## config.mk

```make
export PLATFORM = sky130hd
export DESIGN_NAME = hdu_isqrt
export DESIGN_NICKNAME = d
export VERILOG_FILES = /design/src/rtl/assert_macros.svh /design/src/rtl/hdu_pkg.sv /design/src/rtl/hdu_isqrt.sv
export SDC_FILE = /design/constraint.sdc
export NUM_CORES = 2
export LEC_CHECK = 0
export BUFFER_PORTS_ARGS = -buffer_cell sky130_fd_sc_hd__buf_2
export CORE_MARGIN = 10
export CORE_UTILIZATION = 37
export DETAILED_ROUTE_END_ITERATION = 6
export PLACE_DENSITY = 0.53
export SYNTH_ARGS = -nofsm -noshare
export SYNTH_HDL_FRONTEND = slang
export SYNTH_MEMORY_MAX_BITS = 65536
export SYNTH_SLANG_ARGS = --single-unit
```

## constraint.sdc

```tcl
create_clock -name clock -period 5 [get_ports clock]
set_clock_uncertainty 0.05 [all_clocks]
set_input_delay 0.25 -clock clock [delete_from_list [all_inputs] [get_ports clock]]
set_output_delay 0.25 -clock clock [all_outputs]
set_load 0.02 [all_outputs]
```

## src/rtl/assert_macros.svh

```systemverilog
// ---------------------------------------------------------------------------
// assert_macros.svh
// Assertion shorthands shared by the haversine distance RTL.
// ---------------------------------------------------------------------------
`ifndef ASSERT_MACROS_SVH
`define ASSERT_MACROS_SVH

// condition implies consequence in the same cycle, off during reset
`define HDU_ASSERT_IMPL(label, clk, rst, ante, cons, msg) \
   label: assert property (@(posedge clk) disable iff (rst) (ante) |-> (cons)) \
      else $error(msg);

// condition implies consequence in the next cycle, checked through reset
`define HDU_ASSERT_NEXT(label, clk, ante, cons, msg) \
   label: assert property (@(posedge clk) (ante) |=> (cons)) else $error(msg);

`endif

```

## src/rtl/hdu_pkg.sv

```systemverilog
// ---------------------------------------------------------------------------
// hdu_pkg
// Widths, constants and elaboration-time table functions for the haversine
// distance unit.
// ---------------------------------------------------------------------------
package hdu_pkg;

   localparam int ANGLE_FRAC_BITS   = 30;
   localparam int CORDIC_STAGES_DEF = 32;

   localparam int LAT_W    = 24;
   localparam int LON_W    = 25;
   localparam int DIST_W   = 26;
   localparam int RADIUS_W = 24;
   localparam logic [RADIUS_W-1:0] RADIUS_RESET = 24'd6371000;

   // angles in units of 2^-17 degree
   localparam int UNIT_W = 26;
   localparam int TURN_W = 27;
   localparam int MAG_W  = 24;
   localparam logic signed [TURN_W-1:0] FULL_TURN    = 27'sd47185920;
   localparam logic signed [TURN_W-1:0] HALF_TURN    = 27'sd23592960;
   localparam logic signed [TURN_W-1:0] QUARTER_TURN = 27'sd11796480;

   localparam logic [63:0] PI60 = 64'h3243F6A8885A308D;
   localparam int D2R_W    = 39;
   localparam int D2R_LO_W = 20;
   localparam int D2R_HI_W = D2R_W - D2R_LO_W;
   localparam logic [63:0] D2R_FULL = (PI60 / 64'd180 + 64'd32768) >> 16;
   localparam logic [D2R_W-1:0] DEG2RAD = D2R_FULL[D2R_W-1:0];
   localparam int Z_SHIFT = 61 - ANGLE_FRAC_BITS;

   localparam int ANG_W   = ANGLE_FRAC_BITS + 3;
   localparam int TRIG_W  = 32;
   localparam int AMP_W   = 33;
   localparam int A32_W   = 33;
   localparam logic [A32_W-1:0] A32_ONE = 33'h1_0000_0000;
   localparam int SQ_W     = 64;
   localparam int SQ_STEPS = 32;
   localparam int ROOT_W   = 32;
   localparam int VEC_W    = 36;
   localparam int CENT_W   = 32;
   localparam int PROD_W   = RADIUS_W + CENT_W + 1;

   // restoring long division, elaboration only
   function automatic logic [63:0] udiv_const(input logic [63:0] num,
                                              input logic [63:0] den);
      logic [63:0] quo;
      logic [63:0] rem;
      int n;
      quo = '0;
      rem = '0;
      for (n = 63; n >= 0; n--) begin
         rem = {rem[62:0], num[n]};
         if (rem >= den) begin
            rem    = rem - den;
            quo[n] = 1'b1;
         end
      end
      return quo;
   endfunction

   function automatic logic [63:0] isqrt_const(input logic [63:0] v);
      logic [63:0] rem;
      logic [63:0] root;
      logic [63:0] pbit;
      int k;
      rem  = v;
      root = '0;
      pbit = 64'd1 << 62;
      for (k = 0; k < 32; k++) begin
         if (rem >= root + pbit) begin
            rem  = rem - (root + pbit);
            root = (root >> 1) + pbit;
         end else begin
            root = root >> 1;
         end
         pbit = pbit >> 2;
      end
      return root;
   endfunction

   // atan(2^-i) rounded to the angle format
   function automatic logic signed [ANG_W-1:0] atan_entry(input int i);
      logic [63:0] acc;
      logic [63:0] term;
      int k;
      acc = '0;
      if (i == 0) begin
         acc = (PI60 + 64'd2) >> 2;
      end else begin
         for (k = 0; k < 31; k++) begin
            if (i * (2 * k + 1) <= 60) begin
               term = udiv_const(64'd1 << (60 - i * (2 * k + 1)), 64'(2 * k + 1));
               if ((k & 1) != 0) begin
                  acc = acc - term;
               end else begin
                  acc = acc + term;
               end
            end
         end
      end
      acc = (acc + (64'd1 << (59 - ANGLE_FRAC_BITS))) >> (60 - ANGLE_FRAC_BITS);
      return acc[ANG_W-1:0];
   endfunction

   // inverse cordic gain for a given stage count
   function automatic logic signed [ANG_W-1:0] gain_entry(input int stages);
      logic [63:0] p;
      logic [63:0] s;
      logic [63:0] r;
      logic [63:0] q;
      int i;
      int n;
      p = 64'd1 << 60;
      for (i = 0; i < 64; i++) begin
         if (i < stages && 2 * i < 64) begin
            p = p + (p >> (2 * i));
         end
      end
      s = isqrt_const(p);
      r = '0;
      q = '0;
      for (n = 0; n < ANGLE_FRAC_BITS + 31; n++) begin
         r = (r << 1) | ((n == 0) ? 64'd1 : 64'd0);
         q = q << 1;
         if (r >= s) begin
            r    = r - s;
            q[0] = 1'b1;
         end
      end
      return q[ANG_W-1:0];
   endfunction

   // shift right by n with rounding half away from zero
   function automatic logic signed [63:0] round_shift(input logic signed [63:0] v,
                                                      input int n);
      logic [63:0] mag;
      if (n == 0) begin
         return v;
      end
      mag = v[63] ? 64'(-v) : 64'(v);
      mag = (mag + (64'd1 << (n - 1))) >> n;
      return v[63] ? -$signed(mag) : $signed(mag);
   endfunction

   function automatic logic signed [63:0] to_q30(input logic signed [63:0] v);
      if (ANGLE_FRAC_BITS >= 30) begin
         return round_shift(v, ANGLE_FRAC_BITS - 30);
      end
      return v <<< (30 - ANGLE_FRAC_BITS);
   endfunction

endpackage

```

## src/rtl/hdu_isqrt.sv

```systemverilog
// ---------------------------------------------------------------------------
// hdu_isqrt
// Pipelined 64-bit integer square root, one result bit per stage.
// ---------------------------------------------------------------------------
module hdu_isqrt (
   input  logic                          clock,
   input  logic                          reset,
   input  logic                          en,
   input  logic                          in_valid,
   input  logic [hdu_pkg::SQ_W-1:0]      radicand,
   output logic                          out_valid,
   output logic [hdu_pkg::ROOT_W-1:0]    root
);
   import hdu_pkg::*;

   logic [SQ_W-1:0] rem_ff  [1:SQ_STEPS];
   logic [SQ_W-1:0] root_ff [1:SQ_STEPS];
   logic            v_ff    [1:SQ_STEPS];

   for (genvar i = 0; i < SQ_STEPS; i++) begin : g_step
      localparam logic [SQ_W-1:0] PBIT = SQ_W'(1) << (SQ_W - 2 - 2 * i);
      logic [SQ_W-1:0] rem_cur, root_cur, trial;
      logic            v_cur;

      if (i == 0) begin : g_first
         assign rem_cur  = radicand;
         assign root_cur = '0;
         assign v_cur    = in_valid;
      end else begin : g_next
         assign rem_cur  = rem_ff[i];
         assign root_cur = root_ff[i];
         assign v_cur    = v_ff[i];
      end

      assign trial = root_cur + PBIT;

      always_ff @(posedge clock) begin
         if (en) begin
            if (rem_cur >= trial) begin
               rem_ff[i+1]  <= rem_cur - trial;
               root_ff[i+1] <= (root_cur >> 1) + PBIT;
            end else begin
               rem_ff[i+1]  <= rem_cur;
               root_ff[i+1] <= root_cur >> 1;
            end
         end
      end

      always_ff @(posedge clock) begin
         if (reset) begin
            v_ff[i+1] <= 1'b0;
         end else if (en) begin
            v_ff[i+1] <= v_cur;
         end
      end
   end

   assign out_valid = v_ff[SQ_STEPS];
   assign root      = root_ff[SQ_STEPS][ROOT_W-1:0];
endmodule

```

## Yosys cells after proc, flatten, opt, wreduce, memory -nomap -nowiden

Memory sizes are Yosys's and may differ from the RTL's.
Cells that the tools add are included.
Widths: inputs -> output; s select.

- Bits in registers: 0
- Bits in writable memories: 4128
- Bits of input ports: 68
- Output and inout bits: 33
- Logic and storage cells: 518
- Memories kept: 3

- Add/sub/neg operators: 94
- Order comparisons: 32
- Mux-type cells: 293
- Bitwise gates (word level): 96

Memory list:

| name | words | width | read ports | clocked after Yosys merged registers in | write ports | line | RTL |
|---|---|---|---|---|---|---|---|
| rem_ff | 32 | 64 | 31 | 0 | 32 | hdu_isqrt.sv:16 | `logic [SQ_W-1:0] rem_ff [1:SQ_STEPS];` |
| root_ff | 32 | 64 | 32 | 0 | 32 | hdu_isqrt.sv:17 | `logic [SQ_W-1:0] root_ff [1:SQ_STEPS];` |
| v_ff | 32 | 1 | 32 | 0 | 32 | hdu_isqrt.sv:18 | `logic v_ff [1:SQ_STEPS];` |

Operators with widths:

| kind | count |
|---|---|
| $mux 64 | 64 |
| $ge 64x64->1 | 31 |
| $sub 64x64->64 | 31 |
| $mux 1 | 229 |
| $or 1x1->1 | 96 |
| $add 63x1->64 const B | 1 |
| $add 63x11->64 const B | 1 |
| $add 63x13->64 const B | 1 |
| $add 63x15->64 const B | 1 |
| $add 63x17->64 const B | 1 |
| $add 63x19->64 const B | 1 |
| $add 63x21->64 const B | 1 |
| $add 63x23->64 const B | 1 |
| $add 63x25->64 const B | 1 |
| $add 63x27->64 const B | 1 |
| $add 63x29->64 const B | 1 |
| $add 63x3->64 const B | 1 |
| $add 63x31->64 const B | 1 |
| $add 63x33->64 const B | 1 |
| $add 63x35->64 const B | 1 |
| $add 63x37->64 const B | 1 |
| $add 63x39->64 const B | 1 |
| $add 63x41->64 const B | 1 |
| $add 63x43->64 const B | 1 |
| 45 further kinds | 45 |

## Logic depth before layout (Yosys ltp)

An unclocked memory read counts as a cell.

- Depth after elaboration: 7
- Depth in mapped cells: 15
- Depth with buffers taken out: 13

## Worst setup path after synthesis

OpenSTA, ideal clock, no wires.

- Kind: input to register
- Start: in en
- End: reg, netlist name rem_ff[0][1984]
- Library setup time: 0.487 ns
- Arrival time: 3.658 ns
- Data required time: 4.463 ns
- Setup slack: 0.805 ns
- Stages on the path: 4
- Path buffers: 4
- Cells stage by stage: clkbuf_1 > clkbuf_1 > clkbuf_1 > clkbuf_1

RTL lines:

| element | line | RTL |
|---|---|---|
| start: declaration | hdu_isqrt.sv:8 | `input logic en,` |

==> Flow_metrics.wiki <==
{| class="wikitable"
! Metric !! Value
|-
| Number of global-route vias before repair || between 70000 and 80000
|-
| Cell area after technology mapping || ~0.12 mm²
|-
| Netlist cell types || a little under 90
|-
| Clock input transition at the sequential cells of the worst setup and hold paths || 0.06 ns
|-
| Mapped Avg Cell Area || approximately 12 µm²
|-
| Total grt overflow || 0
|-
| Placed instance count || about 14000
|-
| Cells traversed along the worst timing path || ha_1 > o21ai_0 > a221oi_1 > a21oi_1 > a31oi_1 > o21ai_0 > a211oi_1 > or4_1 > nor2_1 > nand3_1 > xnor2_1
|-
| Worst-skew pair later-pin latency || ~0.93 ns
|-
| DRC violations left || 0
|-
| Crit start category || flip-flop
|-
| Total power density per cell area || about 460 mW/mm²
|-
| Port Buf Inserts || 100
|-
| RD Place Congestion || around 0.90
|-
| NetSw || 0.0188 W
|-
| Count of maximum capacitance violations || 0
|-
| Internal power summed over all cells || 0.0445 W
|-
| Placed inst area || ~0.13 mm²
|-
| Endpoint of the worst-slack reg-to-reg timing path || rem_ff[0][1851]
|-
| Via Count || between 70000 and 80000
|-
| Chip width || 595 µm
|-
| Min-Delay Path Class || in2reg
|-
| FP Rows || 210
|-
| Area of the die || about 0.35 mm²
|-
| Number of warning messages in the yosys log || 0
|-
| Sequential cell area fraction in the yosys report || 0.626
|-
| Final worst path period share || 0.904
|-
| Clock root buffer master || sky130_fd_sc_hd__clkbuf_16
|-
| Maximum resistive drop on vdd || roughly 300 µV
|-
| Die Ht || roughly 590 µm
|-
| Initial cell density of the core || 0.372
|-
| Synthesized net count || around 10000
|-
| Min cycle time layout || approximately 4.5 ns
|-
| Placeable core region || around 0.33 mm²
|-
| Clk sinks || ~2500
|-
| Most repeated library cell on the critical path || sky130_fd_sc_hd__o21ai_0
|-
| Global-route usage over all layers || 0.174
|-
| Tightest Pin Transition || approximately 1.2 ns
|-
| TritonCTS buffer count || 290
|-
| Total Wirelength || 319000 µm
|-
| Via-to-Cell Ratio || 5.32
|-
| Antenna violations before repair || 12
|-
| CTS tree || built
|-
| Clock Path Buffers || 4
|-
| Setup crit end kind || flip-flop
|-
| Buf/Inv on CP || 0
|-
| Worst hold path startpoint || radicand[14]
|-
| Fraction of registers with async set/reset || 0
|-
| Post-DRT Antenna Nets || 0
|-
| Summed area of non-filler cells in the final layout || approximately 0.14 mm²
|-
| Number of buffers inserted by hold repair at cts || approximately 130
|-
| Maximum fanout along the worst path || 8
|-
| Category of the critical setup timing path || reg2reg
|-
| Hold Crit Depth || 2
|-
| Worst reg2reg path depth || 11
|-
| Syn-to-layout area delta || 13.8%
|-
| Level count of the clock H-tree || 5
|-
| Critical path required time || approximately 5.6 ns
|-
| RSZ-0062 raised after global routing || no
|-
| Number of cells upsized or downsized after cts || 0
|-
| Initial DRT Pass Iterations || 6
|-
| Sequential Power Share || 0.461
|-
| Wire length per cell || approximately 22 µm
|-
| Final Hold Violating Endpoints || 0
|-
| Main flop type after synthesis || sky130_fd_sc_hd__edfxtp_1
|-
| Number of standard cells in the final layout excluding fillers || between 10000 and 15000
|-
| Pin count of the biggest net entering global routing || 185
|-
| Worst R2R Setup Slack || about 0.48 ns
|-
| Max-Slew Margin vs Limit || 0.211
|-
| Leakage || approximately 51 nW
|-
| Number of synthesized flops with an enable pin || 2544
|-
| Critical Path AT || roughly 5.1 ns
|-
| Clock network fraction of total power || 0.333
|-
| Combinational fraction of design power || 0.205
|-
| Final-report max-slew violation count || 0
|-
| Detailed placement HPWL || roughly 240000 µm
|-
| Final setup violating endpoints || 0
|-
| Global-route wire length before repair || about 480000 µm
|-
| Count of routing violations after the opening detailed-route iteration || around 6800
|-
| Final nets || ~11000
|-
| Maximum operating frequency || around 220 MHz
|-
| Number of setup buffers added after CTS || 0
|-
| Setup Total Neg Slack || 0 ns
|-
| Fraction of power spent switching nets || 0.297
|-
| Synth Instances || ~9800
|-
| Slowest stage cell on the critical path || sky130_fd_sc_hd__o21ai_0
|-
| Count of state elements after synthesis || 2544
|-
| Result of the run || finished, final reports clean
|-
| Cell family with the largest share of critical-path delay || compound AO/OA/AOI/OAI gates
|-
| Endpoint of the worst hold path || rem_ff[0][78]
|-
| Number of primary I/O pins || about 100
|-
| Share of cells above drive strength 1 || 0.0754
|-
| R2R Path Start || rem_ff[0][1739]
|-
| Delay of the slowest cell on the worst path || ~0.70 ns
|}
placed cells by master, fill, tap and decap left out, types with 35 or more instances in the layout:
cell type	count
sky130_fd_sc_hd__a211oi_1	51
sky130_fd_sc_hd__a21o_1	264
sky130_fd_sc_hd__a21oi_1	560
sky130_fd_sc_hd__a31oi_1	41
sky130_fd_sc_hd__and2_1	68
sky130_fd_sc_hd__and3_1	35
sky130_fd_sc_hd__buf_2	99
sky130_fd_sc_hd__buf_4	99
sky130_fd_sc_hd__clkbuf_1	43
sky130_fd_sc_hd__clkbuf_16	297
sky130_fd_sc_hd__clkinv_1	49
sky130_fd_sc_hd__clkinv_2	51
sky130_fd_sc_hd__dlygate4sd3_1	127
sky130_fd_sc_hd__edfxtp_1	2544
sky130_fd_sc_hd__ha_1	558
sky130_fd_sc_hd__inv_1	695
sky130_fd_sc_hd__mux2_2	54
sky130_fd_sc_hd__nand2_1	760
sky130_fd_sc_hd__nand2b_1	122
sky130_fd_sc_hd__nand3_1	172
sky130_fd_sc_hd__nand3b_1	39
sky130_fd_sc_hd__nand4_1	147
sky130_fd_sc_hd__nand4b_1	38
sky130_fd_sc_hd__nor2_1	568
sky130_fd_sc_hd__nor2b_1	75
sky130_fd_sc_hd__nor3_1	243
sky130_fd_sc_hd__nor4_1	352
sky130_fd_sc_hd__nor4b_1	58
sky130_fd_sc_hd__o21a_1	94
sky130_fd_sc_hd__o21ai_0	496
sky130_fd_sc_hd__o21bai_1	47
sky130_fd_sc_hd__o31ai_1	52
sky130_fd_sc_hd__or2_2	41
sky130_fd_sc_hd__or3_1	113
sky130_fd_sc_hd__or4_1	76
sky130_fd_sc_hd__xnor2_1	486
sky130_fd_sc_hd__xor2_1	393
how the worst max path moves through the flow:
stage | startpoint | endpoint | cells past startpoint
after floorplan | en | rem_ff[0][1984] | 4
after global placement | rem_ff[0][1383] | rem_ff[0][1468] | 10
after detailed placement | rem_ff[0][1381] | rem_ff[0][1463] | 11
after CTS | rem_ff[0][1383] | rem_ff[0][1463] | 11
after global routing | rem_ff[0][1383] | rem_ff[0][1463] | 11
final | rem_ff[0][1739] | rem_ff[0][1851] | 11
layout make-up:
| class | count | area, µm² |
|---|---|---|
| clock buffers | 340 | 7590 |
| clock inverters | 173 | 1790 |
| diodes | 2 | 5.00 |
| well taps | 4346 | 5440 |
| flip-flops and latches | 2544 | 76400 |
| inverters | 697 | 2620 |
| repair buffers | 336 | 2730 |
| multi-input cells | 6333 | 42400 |
| fillers | 30300 | 189000 |
synth_stat cells, types with 58 or more instances:
| master | n | area [µm²] |
|---|---|---|
| sky130_fd_sc_hd__xor2_1 | 393 | 3440 |
| sky130_fd_sc_hd__nor2_1 | 569 | 2140 |
| sky130_fd_sc_hd__o21ai_0 | 496 | 2480 |
| sky130_fd_sc_hd__o21a_1 | 94 | 706 |
| sky130_fd_sc_hd__nand3_1 | 172 | 861 |
| sky130_fd_sc_hd__nor3_1 | 243 | 1220 |
| sky130_fd_sc_hd__clkbuf_1 | 215 | 807 |
| sky130_fd_sc_hd__a21o_1 | 264 | 1980 |
| sky130_fd_sc_hd__a21oi_1 | 561 | 2810 |
| sky130_fd_sc_hd__nand2_1 | 760 | 2850 |
| sky130_fd_sc_hd__xnor2_1 | 486 | 4260 |
| sky130_fd_sc_hd__ha_1 | 558 | 6980 |
| sky130_fd_sc_hd__or3_1 | 113 | 707 |
| sky130_fd_sc_hd__edfxtp_1 | 2544 | 76400 |
| sky130_fd_sc_hd__inv_1 | 695 | 2610 |
| sky130_fd_sc_hd__nand2b_1 | 122 | 763 |
| sky130_fd_sc_hd__nor4_1 | 354 | 2210 |
| sky130_fd_sc_hd__or4_1 | 76 | 571 |
| sky130_fd_sc_hd__nor4b_1 | 58 | 508 |
| sky130_fd_sc_hd__nand4_1 | 147 | 920 |
| sky130_fd_sc_hd__and2_1 | 68 | 425 |
| sky130_fd_sc_hd__nor2b_1 | 77 | 482 |
worst register-to-register path, cell delays in order, from the launching register on:
cell                       delay [ns]
sky130_fd_sc_hd__edfxtp_1        0.39
sky130_fd_sc_hd__ha_1            0.38
sky130_fd_sc_hd__o21ai_0         0.29
sky130_fd_sc_hd__a221oi_1        0.19
sky130_fd_sc_hd__a21oi_1         0.33
sky130_fd_sc_hd__a31oi_1         0.30
sky130_fd_sc_hd__o21ai_0         0.70
sky130_fd_sc_hd__a211oi_1        0.24
sky130_fd_sc_hd__or4_1           0.68
sky130_fd_sc_hd__nor2_1          0.43
sky130_fd_sc_hd__nand3_1         0.17
sky130_fd_sc_hd__xnor2_1         0.15
stage by stage:
| stage | worst slack [ns] | total power [W] | hold slack, ns | utilization |
|---|---|---|---|---|
| floorplan | 0.805 | 0.0381 | 0.299 | - |
| global placement | 0.478 | 0.0424 | 0.379 | 0.391 |
| detailed placement | 0.411 | 0.0424 | 0.375 | 0.391 |
| CTS | 0.403 | 0.0639 | 0.000422 | 0.424 |
| global route | 0.163 | 0.0665 | 0.0368 | 0.424 |
| finish | 0.480 | 0.0634 | 0.0879 | 0.424 |
power groups by stage:
stage / combinational, W / clock [W] / sequential (W)
2_1_floorplan: 0.00946 / 0 / 0.0286
3_3_place_gp: 0.0127 / 0 / 0.0297
3_5_place_dp: 0.0128 / 0 / 0.0297
4_1_cts: 0.0129 / 0.0217 / 0.0293
5_1_grt: 0.0145 / 0.0226 / 0.0295
6_report: 0.0130 / 0.0211 / 0.0292
cell families after synthesis:
| group | count (synthesis) | share of synthesized area |
|---|---|---|
| AO/OA/AOI/OAI | 1839 | 0.0930 |
| XOR/XNOR | 879 | 0.0630 |
| adder cells (fa/ha/maj) | 558 | 0.0572 |
| buffers and inverters | 926 | 0.0286 |
| flip-flops | 2544 | 0.626 |
| multiplexers | 61 | 0.00555 |
| AND/OR/NAND/NOR | 2996 | 0.127 |
sequential cells by signal, summed over array words and instances, names as in the netlist:
name / count
v_ff: 32
rem_ff: 1984
root_ff: 528
routing by layer:
metal | wire length (µm) | up-vias | global-route usage | part of all wire
li1 | - | 37400 | - | -
met2 | 151000 | 2114 | 0.289 | 0.47
met3 | 17400 | 443 | 0.0251 | 0.055
met4 | 8140 | 0 | 0.0435 | 0.025
met5 | 0 | - | 0 | 0
met1 | 143000 | 38600 | 0.239 | 0.45
Power figures use the tool's default switching activity.
